## config.mk

```make
export PLATFORM = sky130hd
export DESIGN_NAME = pct_priority_scheduler_unit
export DESIGN_NICKNAME = d
export VERILOG_FILES = /design/src/hdl/pct_pkg.sv /design/src/hdl/pct_front.sv /design/src/hdl/pct_back.sv /design/src/hdl/pct_priority_scheduler_unit.sv
export VERILOG_INCLUDE_DIRS = /design/src /design/src/hdl
export SDC_FILE = /design/constraint.sdc
export NUM_CORES = 2
export LEC_CHECK = 0
export CAP_MARGIN = 10
export CORE_ASPECT_RATIO = 1.4
export CORE_MARGIN = 5
export CORE_UTILIZATION = 62
export DETAILED_ROUTE_END_ITERATION = 10
export DONT_BUFFER_PORTS = 1
export GPL_ROUTABILITY_DRIVEN = 0
export PLACE_DENSITY = 0.78
export SLEW_MARGIN = 30
export SYNTH_ARGS = -nofsm -noshare
export SYNTH_HDL_FRONTEND = slang
export SYNTH_SLANG_ARGS = --single-unit
export TNS_END_PERCENT = 1
```

## constraint.sdc

```tcl
create_clock -name clk -period 14.48 [get_ports clk]
set_clock_uncertainty 0.1 [all_clocks]
set_input_delay 0.724 -clock clk [delete_from_list [all_inputs] [get_ports clk]]
set_output_delay 0.724 -clock clk [all_outputs]
set_load 0.05 [all_outputs]
```

## src/hdl/pct_priority_scheduler_unit_assert.svh

```systemverilog
// Assertion macros for the scheduler RTL, included by pct_back.
`ifndef PCT_PRIORITY_SCHEDULER_UNIT_ASSERT_SVH
`define PCT_PRIORITY_SCHEDULER_UNIT_ASSERT_SVH

// Condition a implies b in the same cycle.
`define PCT_ASSERT_NOW(label, clk, rst, a, b) \
  label: assert property (@(posedge clk) disable iff (rst) (a) |-> (b)) \
    else $error("scheduler check failed");

// Condition a implies b in the next cycle.
`define PCT_ASSERT_NEXT(label, clk, rst, a, b) \
  label: assert property (@(posedge clk) disable iff (rst) (a) |=> (b)) \
    else $error("scheduler check failed");

`endif

```

## src/hdl/pct_pkg.sv

```systemverilog
// ----------------------------------------------------------------------------
// pct_pkg
// Types, codes and helpers shared by the priority scheduler modules.
// ----------------------------------------------------------------------------
`default_nettype none

package pct_pkg;

  localparam int MAX_TASKS = 16;
  localparam int ID_W      = $clog2(MAX_TASKS);
  localparam int CNT_W     = $clog2(MAX_TASKS + 1);

  localparam logic [1:0] OP_EVENT = 2'd0;
  localparam logic [1:0] OP_START = 2'd1;
  localparam logic [1:0] OP_END   = 2'd2;

  localparam logic [1:0] REG_STRATEGY = 2'd0;
  localparam logic [1:0] REG_LIMIT    = 2'd1;
  localparam logic [1:0] REG_MODULUS  = 2'd2;
  localparam logic [1:0] REG_DEPTH    = 2'd3;

  typedef struct packed {
    logic                 strategy_enabled;
    logic [15:0]          change_point_limit;
    logic [31:0]          modulus_k;
    logic [31:0]          depth_d;
  } cfg_t;

  typedef struct packed {
    logic [1:0]           op;
    logic [ID_W-1:0]      task_id;
    logic [63:0]          rand_init_priority;
    logic [63:0]          rand_change;
    logic [MAX_TASKS-1:0] enabled_mask;
    logic                 decide;
  } item_t;

  function automatic logic [31:0] sat_inc(input logic [31:0] v);
    sat_inc = (v == 32'hFFFF_FFFF) ? v : v + 32'd1;
  endfunction

  function automatic logic [CNT_W-1:0] popcount(input logic [MAX_TASKS-1:0] v);
    logic [CNT_W-1:0] n;
    n = '0;
    for (int i = 0; i < MAX_TASKS; i++) n = n + CNT_W'(v[i]);
    popcount = n;
  endfunction

endpackage

`default_nettype wire

```

## src/hdl/pct_front.sv

```systemverilog
// ----------------------------------------------------------------------------
// pct_front
// Accepts event words, decides whether each qualifies for scheduling and
// parks it in a two-entry queue for the back end.
// ----------------------------------------------------------------------------
`default_nettype none

module pct_front (
  input  wire logic                          clk,
  input  wire logic                          rst,
  input  wire logic                          strategy_enabled,
  input  wire logic                          push,
  output logic                               full,
  input  wire logic [1:0]                    op,
  input  wire logic [pct_pkg::ID_W-1:0]      task_id,
  input  wire logic [63:0]                   rand_init_priority,
  input  wire logic [63:0]                   rand_change,
  input  wire logic [pct_pkg::MAX_TASKS-1:0] enabled_mask,
  input  wire logic                          selector_unset,
  input  wire logic                          already_readonly,
  input  wire logic                          is_sched_point,
  input  wire logic                          skip_event,
  input  wire logic                          q_pop,
  output logic                               q_valid,
  output pct_pkg::item_t                     q_item
);

  pct_pkg::item_t slots [2];
  logic           wr_ptr;
  logic           rd_ptr;
  logic [1:0]     count;
  pct_pkg::item_t in_item;
  logic           do_push;
  logic           do_pop;

  always_comb begin
    in_item.op                 = op;
    in_item.task_id            = task_id;
    in_item.rand_init_priority = rand_init_priority;
    in_item.rand_change        = rand_change;
    in_item.enabled_mask       = enabled_mask;
    in_item.decide = strategy_enabled && selector_unset && !already_readonly &&
                     (pct_pkg::popcount(enabled_mask) > pct_pkg::CNT_W'(1)) &&
                     is_sched_point && !skip_event;
  end

  assign full    = (count == 2'd2);
  assign q_valid = (count != 2'd0);
  assign q_item  = slots[rd_ptr];
  assign do_push = push && !full;
  assign do_pop  = q_pop && q_valid;

  always_ff @(posedge clk) begin
    if (do_push) slots[wr_ptr] <= in_item;
    if (rst) begin
      wr_ptr <= 1'b0;
      rd_ptr <= 1'b0;
      count  <= 2'd0;
    end else begin
      if (do_push) wr_ptr <= !wr_ptr;
      if (do_pop) rd_ptr <= !rd_ptr;
      count <= count + 2'(do_push) - 2'(do_pop);
    end
  end

endmodule

`default_nettype wire

```

## src/hdl/pct_back.sv

```systemverilog
// ----------------------------------------------------------------------------
// pct_back
// Applies each queued event to the task table, runs the change point test
// with a serial remainder unit when the modulus is nonzero, scans the slots
// for the winner and holds the result word until it is taken.
// ----------------------------------------------------------------------------
`default_nettype none

`include "pct_priority_scheduler_unit_assert.svh"

module pct_back (
  input  wire logic                      clk,
  input  wire logic                      rst,
  input  wire pct_pkg::cfg_t             cfg,
  input  wire logic                      q_valid,
  input  wire pct_pkg::item_t            q_item,
  output logic                           q_pop,
  output logic                           empty,
  input  wire logic                      pop,
  output logic                           decided,
  output logic [pct_pkg::ID_W-1:0]       chosen_task,
  output logic                           priority_changed,
  output logic [31:0]                    steps_counted,
  output logic [15:0]                    change_points_used,
  output logic [4:0]                     peak_tasks
);

  typedef enum logic [5:0] {
    ST_IDLE  = 6'b000001,
    ST_COUNT = 6'b000010,
    ST_DIV   = 6'b000100,
    ST_CHG   = 6'b001000,
    ST_SCAN  = 6'b010000,
    ST_DONE  = 6'b100000
  } state_t;

  state_t                      state;
  pct_pkg::item_t              cur;
  logic                        has_task;
  logic [pct_pkg::MAX_TASKS-1:0] valid;
  logic [63:0]                 prio [pct_pkg::MAX_TASKS];
  logic [31:0]                 step_count;
  logic [15:0]                 change_count;
  logic [4:0]                  peak_count;
  logic [31:0]                 rem;
  logic [63:0]                 dividend;
  logic [5:0]                  div_cnt;
  logic [pct_pkg::ID_W-1:0]    scan_idx;
  logic [63:0]                 best;
  logic                        found;
  logic [pct_pkg::ID_W-1:0]    chosen;
  logic                        changed;
  logic                        out_full;
  logic [pct_pkg::CNT_W-1:0]   reg_n;
  logic [32:0]                 trial;
  logic                        rem_ok;
  logic                        load_out;

  assign reg_n  = pct_pkg::popcount(valid);
  assign trial  = {rem, dividend[63]};
  assign rem_ok = (cfg.modulus_k == 32'd0) ? (cur.rand_change <= {32'd0, cfg.depth_d})
                                           : (rem <= cfg.depth_d);
  assign q_pop    = (state == ST_IDLE) && q_valid;
  assign load_out = (state == ST_DONE) && (!out_full || pop);
  assign empty    = !out_full;

  always_ff @(posedge clk) begin
    if (rst) begin
      state        <= ST_IDLE;
      valid        <= '0;
      step_count   <= '0;
      change_count <= '0;
      peak_count   <= '0;
      out_full     <= 1'b0;
    end else begin
      if (load_out) out_full <= 1'b1;
      else if (pop) out_full <= 1'b0;
      unique case (state)
        ST_IDLE: begin
          if (q_valid) begin
            cur     <= q_item;
            changed <= 1'b0;
            found   <= 1'b0;
            chosen  <= '0;
            case (q_item.op)
              pct_pkg::OP_START: begin
                valid[q_item.task_id] <= 1'b1;
                prio[q_item.task_id]  <= q_item.rand_init_priority;
                has_task              <= 1'b1;
              end
              pct_pkg::OP_END: begin
                valid[q_item.task_id] <= 1'b0;
                has_task              <= 1'b0;
              end
              default: has_task <= valid[q_item.task_id];
            endcase
            state <= q_item.decide ? ST_COUNT : ST_DONE;
          end
        end
        ST_COUNT: begin
          if (5'(reg_n) > peak_count) peak_count <= 5'(reg_n);
          step_count <= pct_pkg::sat_inc(step_count);
          if (has_task && reg_n > pct_pkg::CNT_W'(1)) begin
            rem      <= '0;
            dividend <= cur.rand_change;
            div_cnt  <= '0;
            state    <= (cfg.modulus_k == 32'd0) ? ST_CHG : ST_DIV;
          end else begin
            scan_idx <= '0;
            state    <= ST_SCAN;
          end
        end
        ST_DIV: begin
          // one quotient bit per cycle
          if (trial >= {1'b0, cfg.modulus_k}) rem <= 32'(trial - {1'b0, cfg.modulus_k});
          else rem <= trial[31:0];
          dividend <= {dividend[62:0], 1'b0};
          div_cnt  <= div_cnt + 6'd1;
          if (div_cnt == 6'd63) state <= ST_CHG;
        end
        ST_CHG: begin
          if (change_count < cfg.change_point_limit && rem_ok) begin
            prio[cur.task_id] <= cur.rand_change;
            changed           <= 1'b1;
            change_count      <= change_count + 16'd1;
          end
          step_count <= pct_pkg::sat_inc(step_count);
          scan_idx   <= '0;
          state      <= ST_SCAN;
        end
        ST_SCAN: begin
          if (cur.enabled_mask[scan_idx] && valid[scan_idx] &&
              (!found || prio[scan_idx] > best)) begin
            found  <= 1'b1;
            best   <= prio[scan_idx];
            chosen <= scan_idx;
          end
          scan_idx <= scan_idx + 1'b1;
          if (scan_idx == pct_pkg::ID_W'(pct_pkg::MAX_TASKS - 1)) state <= ST_DONE;
        end
        ST_DONE: begin
          if (load_out) state <= ST_IDLE;
        end
        default: state <= ST_IDLE;
      endcase
    end
  end

  always_ff @(posedge clk) begin
    if (load_out) begin
      decided            <= cur.decide;
      chosen_task        <= chosen;
      priority_changed   <= changed;
      steps_counted      <= step_count;
      change_points_used <= change_count;
      peak_tasks         <= peak_count;
    end
  end

  `PCT_ASSERT_NOW(a_change_needs_decide, clk, rst, changed && state != ST_IDLE, cur.decide)
  `PCT_ASSERT_NOW(a_div_needs_task, clk, rst, state == ST_DIV, has_task)
  `PCT_ASSERT_NEXT(a_hold_when_stalled, clk, rst,
                   state == ST_DONE && out_full && !pop, state == ST_DONE)

endmodule

`default_nettype wire

```

## src/hdl/pct_priority_scheduler_unit.sv

```systemverilog
// ----------------------------------------------------------------------------
// pct_priority_scheduler_unit
// Priority scheduler for probabilistic concurrency testing.
// ----------------------------------------------------------------------------
// Usage:
//   Input channel: drive an event word on the field ports and raise push;
//   the word is taken on a clock edge with push high and full low. A
//   two-entry queue sits behind the input, so two words may wait.
//   Result channel: while empty is low the result of the oldest word is on
//   the result ports; it is taken on an edge with pop high.
//   Configuration: write cfg_data to register cfg_index with cfg_we, only
//   while no word is in flight.
//   Path per word: a word that needs no decision goes from the queue
//   straight to the result register; a decision counts the step and scans
//   all 16 slots, and a change point test first runs the serial remainder
//   unit over all 64 dividend bits, skipped when the modulus is zero.
//   One word is worked on at a time.
//   Reset (rst, synchronous): task table empty, counters zero, strategy off,
//   modulus one, queues empty.
//   When pop stays low the finished result holds and the back end waits;
//   the input queue keeps accepting until it is full.
// ----------------------------------------------------------------------------
`default_nettype none

module pct_priority_scheduler_unit (
  input  wire logic                          clk,
  input  wire logic                          rst,
  input  wire logic                          cfg_we,
  input  wire logic [1:0]                    cfg_index,
  input  wire logic [31:0]                   cfg_data,
  input  wire logic                          push,
  output logic                               full,
  input  wire logic [1:0]                    op,
  input  wire logic [pct_pkg::ID_W-1:0]      task_id,
  input  wire logic [63:0]                   rand_init_priority,
  input  wire logic [63:0]                   rand_change,
  input  wire logic [pct_pkg::MAX_TASKS-1:0] enabled_mask,
  input  wire logic                          selector_unset,
  input  wire logic                          already_readonly,
  input  wire logic                          is_sched_point,
  input  wire logic                          skip_event,
  output logic                               empty,
  input  wire logic                          pop,
  output logic                               decided,
  output logic [pct_pkg::ID_W-1:0]           chosen_task,
  output logic                               priority_changed,
  output logic [31:0]                        steps_counted,
  output logic [15:0]                        change_points_used,
  output logic [4:0]                         peak_tasks
);

  pct_pkg::cfg_t  cfg;
  logic           q_valid;
  logic           q_pop;
  pct_pkg::item_t q_item;

  always_ff @(posedge clk) begin
    if (rst) begin
      cfg.strategy_enabled   <= 1'b0;
      cfg.change_point_limit <= '0;
      cfg.modulus_k          <= 32'd1;
      cfg.depth_d            <= '0;
    end else if (cfg_we) begin
      unique case (cfg_index)
        pct_pkg::REG_STRATEGY: cfg.strategy_enabled   <= cfg_data[0];
        pct_pkg::REG_LIMIT:    cfg.change_point_limit <= cfg_data[15:0];
        pct_pkg::REG_MODULUS:  cfg.modulus_k          <= cfg_data;
        pct_pkg::REG_DEPTH:    cfg.depth_d            <= cfg_data;
        default: ;
      endcase
    end
  end

  pct_front u_front (
    .clk, .rst,
    .strategy_enabled (cfg.strategy_enabled),
    .push, .full, .op, .task_id, .rand_init_priority, .rand_change,
    .enabled_mask, .selector_unset, .already_readonly, .is_sched_point,
    .skip_event,
    .q_pop, .q_valid, .q_item
  );

  pct_back u_back (
    .clk, .rst, .cfg, .q_valid, .q_item, .q_pop, .empty, .pop,
    .decided, .chosen_task, .priority_changed, .steps_counted,
    .change_points_used, .peak_tasks
  );

endmodule

`default_nettype wire

```

== Yosys cells after proc, flatten, opt, wreduce, memory -nomap -nowiden ==
Memory sizes are Yosys's and may differ from the RTL's. A register that Yosys moved wholly into a read port is not among the register bits.
Cells that the tools add are included.
W data, S select, Z words.

* Bits of input ports: 193
* Output and inout port bits: 61
* Logic and storage cells: 214
* Memories kept: 2
* Flip-flop bits (word level): 482
* RAM bits: 1,326

{| class="wikitable"
|+ Memory list
! name !! depth !! width !! rd ports !! clocked after Yosys merged registers in !! write ports !! RTL line !! source
|-
| u_back.prio || 16 || 64 || 1 || 1 || 1 || pct_back.sv:41 || <nowiki>logic [63:0] prio [pct_pkg::MAX_TASKS];</nowiki>
|-
| u_front.slots || 2 || 151 || 1 || 1 || 1 || pct_front.sv:28 || <nowiki>pct_pkg::item_t slots [2];</nowiki>
|}

* $add $sub $neg: 37
* Eq/ne operators: 23
* Reductions and logical operators: 49
* Order comparisons: 11
* Bitwise operators: 5
* Mux-type cells: 55

{| class="wikitable"
|+ Operators by type and width
! cell !! count
|-
| $add A5 B1 Y5 || 28
|-
| $mux W64 || 2
|-
| $pmux W64 S2 || 1
|-
| $gt A64 B64 Y1 || 1
|-
| $le A64 B32 Y1 || 1
|-
| $mux W32 || 2
|-
| $pmux W32 S2 || 1
|-
| $reduce_or A64 Y1 || 1
|-
| $mux W6 || 7
|-
| $pmux W6 S6 || 1
|-
| $ge A33 B32 Y1 || 1
|-
| $add A32 B1 Y32 const B || 1
|-
| $eq A32 B32 Y1 const B || 1
|-
| $le A32 B32 Y1 || 1
|-
| $logic_not A32 Y1 || 1
|-
| $pmux W16 S2 || 1
|-
| $sub A32 B32 Y32 || 1
|-
| $mux W1 || 24
|-
| $mux W4 || 6
|-
| $add A16 B1 Y16 const B || 1
|-
| $and A16 B16 Y16 || 1
|-
| $lt A16 B16 Y1 || 1
|-
| $not A16 Y16 || 1
|-
| $or A16 B16 Y16 || 1
|-
| 37 further kinds || 93
|}

== Longest topological paths before layout ==
* Word-level depth: 20
* Gate-level depth with buffers: 18
* Gate-level depth less buffers: 18

== Modules after synthesis ==
Synthesis repeated with hierarchy kept, for this count alone.

* Cells, all modules: 4,266
* Area total of the unflattened synthesis: 75,319.7 um^2

{| class="wikitable"
|+ Modules (own cells, without submodules)
! module !! area each (um^2) !! times used !! sequential area each (um^2) !! cells each
|-
| pct_back || 60,130.2 || 1 || 41,990.3 || 3,420
|-
| pct_front || 11,896.4 || 1 || 9,168.8 || 544
|-
| pct_priority_scheduler_unit || 3,293.2 || 1 || 1,621.6 || 302
|}

== Least setup slack after synthesis ==
No wires, ideal clock.

* Kind: register to register
* Start: register u_back.state[2]
* End: memory u_back.prio[14][0] (enable)
* Path buffers: 1
* Required time: 13.796 ns
* Setup slack: 3.577 ns
* Library setup time: 0.584 ns
* Cell stages (with the launch flop): 10
* Arrival time: 10.218 ns
* Clock period less this slack: 10.903 ns
* Cells stage by stage: dfxtp_1 -> clkbuf_1 -> nor2_1 -> nand4_1 -> o21bai_1 -> nor2_1 -> nand2_1 -> nor2_1 -> a32oi_1 -> o32ai_1

* Word-level cells in the longest chain between the ends: 6
* Elaborated cells between the ends (all ways): 11
* Those cells by class: eq/ne: 2; mux: 8; reduce/logical: 1

{| class="wikitable"
|+ RTL lines
! element !! RTL line !! source
|-
| from (decl) || pct_back.sv:37 || <nowiki>state_t state;</nowiki>
|-
| from (signal assigned) || pct_back.sv:97 || <nowiki>state <= q_item.decide ? ST_COUNT : ST_DONE;</nowiki>
|-
| from (signal assigned) || pct_back.sv:107 || <nowiki>state <= (cfg.modulus_k == 32'd0) ? ST_CHG : ST_DIV;</nowiki>
|-
| $eq A6 B4 Y1 || pct_back.sv:78 || <nowiki>unique case (state)</nowiki>
|-
| $mux W1 || pct_back.sv:78 ||
|-
| $mux W1 || pct_back.sv:68 || <nowiki>if (rst) begin</nowiki>
|-
| $mux W1 (not written as such) || pct_back.sv:123 || <nowiki>prio[cur.task_id] <= cur.rand_change;</nowiki>
|-
| $reduce_or A64 Y1 (no source line) || -- ||
|-
| $mux W4 (no source line) or $mux W1 (tied branches) || -- ||
|-
| to (decl) || pct_back.sv:41 ||
|}

Parallel ways exist; a longest one is shown, timed or not.

==> summary.md <==
| Metric | Value |
|---|---|
| Outcome | finished clean |
| # Max-Cap Violations | 0 |
| Vias per Instance | 6.51 |
| Leakage | 28.0 nW |
| Min-Delay Endpoint | u_back.change_count[10] |
| Crit-path max FO | 68 |
| Area share of the largest cell type after synthesis | 66.5% |
| Cell at the root of the clock tree | clkbuf_16 |
| Number of endpoints with negative hold slack in the final report | 0 |
| Post-Synthesis Net Count | 4,897 |
| Reg2Reg Setup Slack | 7.67 ns |
| Core area | 119,000 um2 |
| Predominant post-synthesis flop cell | edfxtp_1 |
| Critical path launch point type | register |
| Maximum buffer depth of the clock tree | 3 |
| Final worst-path cycle share | 47.1% |
| Data required time of the critical path | 14.78 ns |
| Max VDD drop | 139 uV |
| I/O pins | 254 |
| Headroom to the max-slew limit | 29.6% |
| Power share of the combinational group | 11.1% |
| Number of antenna violations at the first check in global routing | 4 |
| Final setup fails | 0 |
| Count of non-filler cells in the finished layout | 6,476 |
| Syn Area/Cell | 16.6 um2 |
| Clock share of power | 35.5% |
| Warnings from Yosys | 0 |
| Start point of the worst min-delay path | rst |
| Total DRC errors in the routed layout | 0 |
| Insertion delay to the later sink of the worst-skew pair | 0.79 ns |
| Final Util | 70.4% |
| Number of nets with antenna violations after routing | 0 |
| Share of synthesized flip-flops with an asynchronous set or reset | 0% |
| Slew at the pin closest to its max-slew limit | 1.06 ns |
| Maximum frequency from static timing analysis | 147 MHz |
| Worst reg-to-reg path cell count | 15 |
| Post-synth EDFFs | 1,647 |
| DR vias | 42,188 |
| Final min period | 6.81 ns |
| Remaining global-route overflow | 0 |
| Capturing point of the worst reg2reg path | u_back.best[56] |
| Setup_tns | 0 ns |
| Floorplan die width | 303 um |
| Netlist area before placement | 74,300 um2 |
| Fraction of power spent switching nets | 24.6% |
| Worst-path clk slew | 0.07 ns |
| Pin count of the biggest net entering global routing | 162 |
| First-pass GRT wire length | 276,000 um |
| Number of rows created at floorplan | 150 |
| Number of fillers in the final layout | 7,077 |
| HPWL reported at the end of detailed placement | 105,000 um |
| Unique masters post-synth | 87 |
| Cell with the largest stage delay on the worst path | buf_4 |
| Register area share after synthesis | 71.0% |
| Routed len/inst | 28.7 um |
| Internal cell power | 9.06 mW |
| Type of element capturing the critical path | register |
| CTS sink count | 1,813 |
| Instance count of the mapped netlist | 4,486 |
| Fin. max-slew vios | 0 |
| Worst min path class | in2reg |
| Vertical extent of the die | 420 um |
| Critical path type | reg2reg |
| Finished Cell Area | 84,000 um2 |
| Area of the die | 127,000 um2 |
| Largest cells by area after synthesis | edfxtp_1, mux4_2, dfxtp_1 |
| Synth area leader | edfxtp_1 |
| Final Worst Setup Slack | 7.67 ns |
| Most frequent cells in the layout | edfxtp_1, nand2_1, mux4_2 |
| Flip-flop and latch count after synthesis | 1,813 |
| Delay-heaviest family, CP | buffers and inverters |
| Cts bufs inserted | 157 |
| Buffer and inverter count on the worst path | 3 |
| Post-Route WL | 186,000 um |
| Drt first pass iters | 6 |
| TritonCTS clock tree | done |
| Delay of the slowest cell on the worst path | 0.87 ns |
| Proportion of layout cells with a drive suffix above 1 | 16.9% |
| Switching power summed over all nets | 2.96 mW |
| Count of port buffers added during placement | 0 |
| Layout overhead on the synthesized area | 13.0% |
| Placed Instances | 5,995 |
| Nets | 5,157 |
| Total of cells resized after clock tree synthesis | 0 |
| List of cells traversed by the critical path | buf_4 > buf_4 > mux4_2 > mux4_2 > ha_1 > nor2b_1 > o21ai_0 > nand2b_1 > a21oi_1 > o21ai_0 > a211oi_1 > o22ai_1 > nor2_1 > nor3_2 > buf_4 |
| Starting Density | 62.3% |
| Unrepaired setup endpoints after global routing | no |
| Sequential group share of total power | 53.4% |
| Vias in the first global route | 43,417 |
| Deepest level of the CTS H-tree | 4 |
| Worst setup slack before clock tree synthesis | 7.77 ns |
| GRT Overall Usage | 29.5% |
| Worst hold path cell count | 2 |
| Most common library cell in the layout ignoring fill and taps | edfxtp_1 |
| Dpl cell area | 76,800 um2 |
| Drt first-iter violations | 5,227 |
| Cell Pwr Density | 143 nW/um2 |
| Arrival time at the worst endpoint | 7.12 ns |
| Critical path's most frequent cell | buf_4 |
area by class of cell:
cell class              instances  area, um2  area share (%)
well taps                    1596       2000            2.38
multi-input cells            2261      20400            24.3
repair buffers                281       2760            3.28
clock inverters                99        957            1.14
diodes                          4       10.0          0.0119
flip-flops and latches       1813      52800            62.9
inverters                     232        871            1.04
clock buffers                 190       4210            5.01
metal layers:
layer  vias to the layer above  share of wire, %  global-route usage, %
met4                         2               4.7                   11.9
met3                       520               8.9                   5.88
li1                      17746                 -                      -
met1                     21365                35                   36.5
met2                      2555                52                   51.4
met5                         -            0.0070                      0
sequential cells by signal (all words and copies together), names as in the netlist, 64 cells and up, named ones only:
signal and flops:
u_back.prio 1024, cfg 81, u_back.best 64, u_back.cur 85
u_front.slots 302, u_back.dividend 64
worst max-delay path by stage:
stage	start	to	slack, ns	cells after the start
6_report	register	u_back.best[56]	7.67	15
5_1_grt	register	u_back.best[56]	7.43	15
4_1_cts	register	u_back.best[3]	7.71	14
3_5_place_dp	register	u_back.best[50]	7.77	13
3_3_place_gp	register	u_back.best[49]	7.85	13
2_1_floorplan	u_back.state[2]	u_back.prio[14][0]	3.58	9
power by group through the flow:
stage	combinational [mW]	clock [mW]	sequential (mW)
after floorplan	0.808	0	6.47
after global placement	1.15	0	6.51
after detailed placement	1.21	0	6.52
after CTS	1.29	4.29	6.41
after global routing	1.43	4.54	6.43
final	1.33	4.27	6.42
timing repair:
item | CTS | global route
hold endpoints to repair | 458 | 0
setup endpoints to repair | 0 | 0
buffers inserted | 0 | 0
hold buffers | 185 | 0
cell usage after synthesis (5+ instances only):
library cell and count:
a211o_1 5, a211oi_1 15, a21o_1 44, a21oi_1 280, a31oi_1 8, and2_1 16
and3_1 12, and4_1 7, buf_1 35, buf_2 18, clkbuf_1 124, dfxtp_1 166
edfxtp_1 1647, fa_1 21, ha_1 197, inv_1 231, mux2_2 86, mux2i_1 80
mux4_2 322, nand2_1 474, nand2b_1 16, nand3_1 40, nand4_1 54, nand4b_1 5
nor2_1 226, nor2b_1 25, nor3_1 24, nor3b_1 7, nor4_1 24, o211ai_1 21
o21a_1 6, o21ai_0 68, or3_1 19, or4_1 7, xnor2_1 31, xor2_1 36
cells by family (layout without fill, tap and decap cells):
| logic type | count (synthesis) | after routing | synth area share [%] |
|---|---|---|---|
| buf+inv | 412 | 802 | 2.13 |
| other cells | 0 | 4 | 0 |
| mux | 489 | 489 | 12.1 |
| compound gates | 503 | 503 | 4.03 |
| xor+xnor | 67 | 67 | 0.789 |
| fa+ha+maj | 219 | 219 | 3.89 |
| simple gates | 983 | 983 | 6.02 |
| flops | 1813 | 1813 | 71.0 |
through the flow:
stage	power (mW)	hold WS, ns
CTS	12.0	0.00177
global route	12.4	0.0181
finish	12.0	0.0541
detailed placement	7.73	0.305
global placement	7.66	0.302
floorplan	7.27	0.300
No activity file was read; power rests on OpenSTA's default activity.
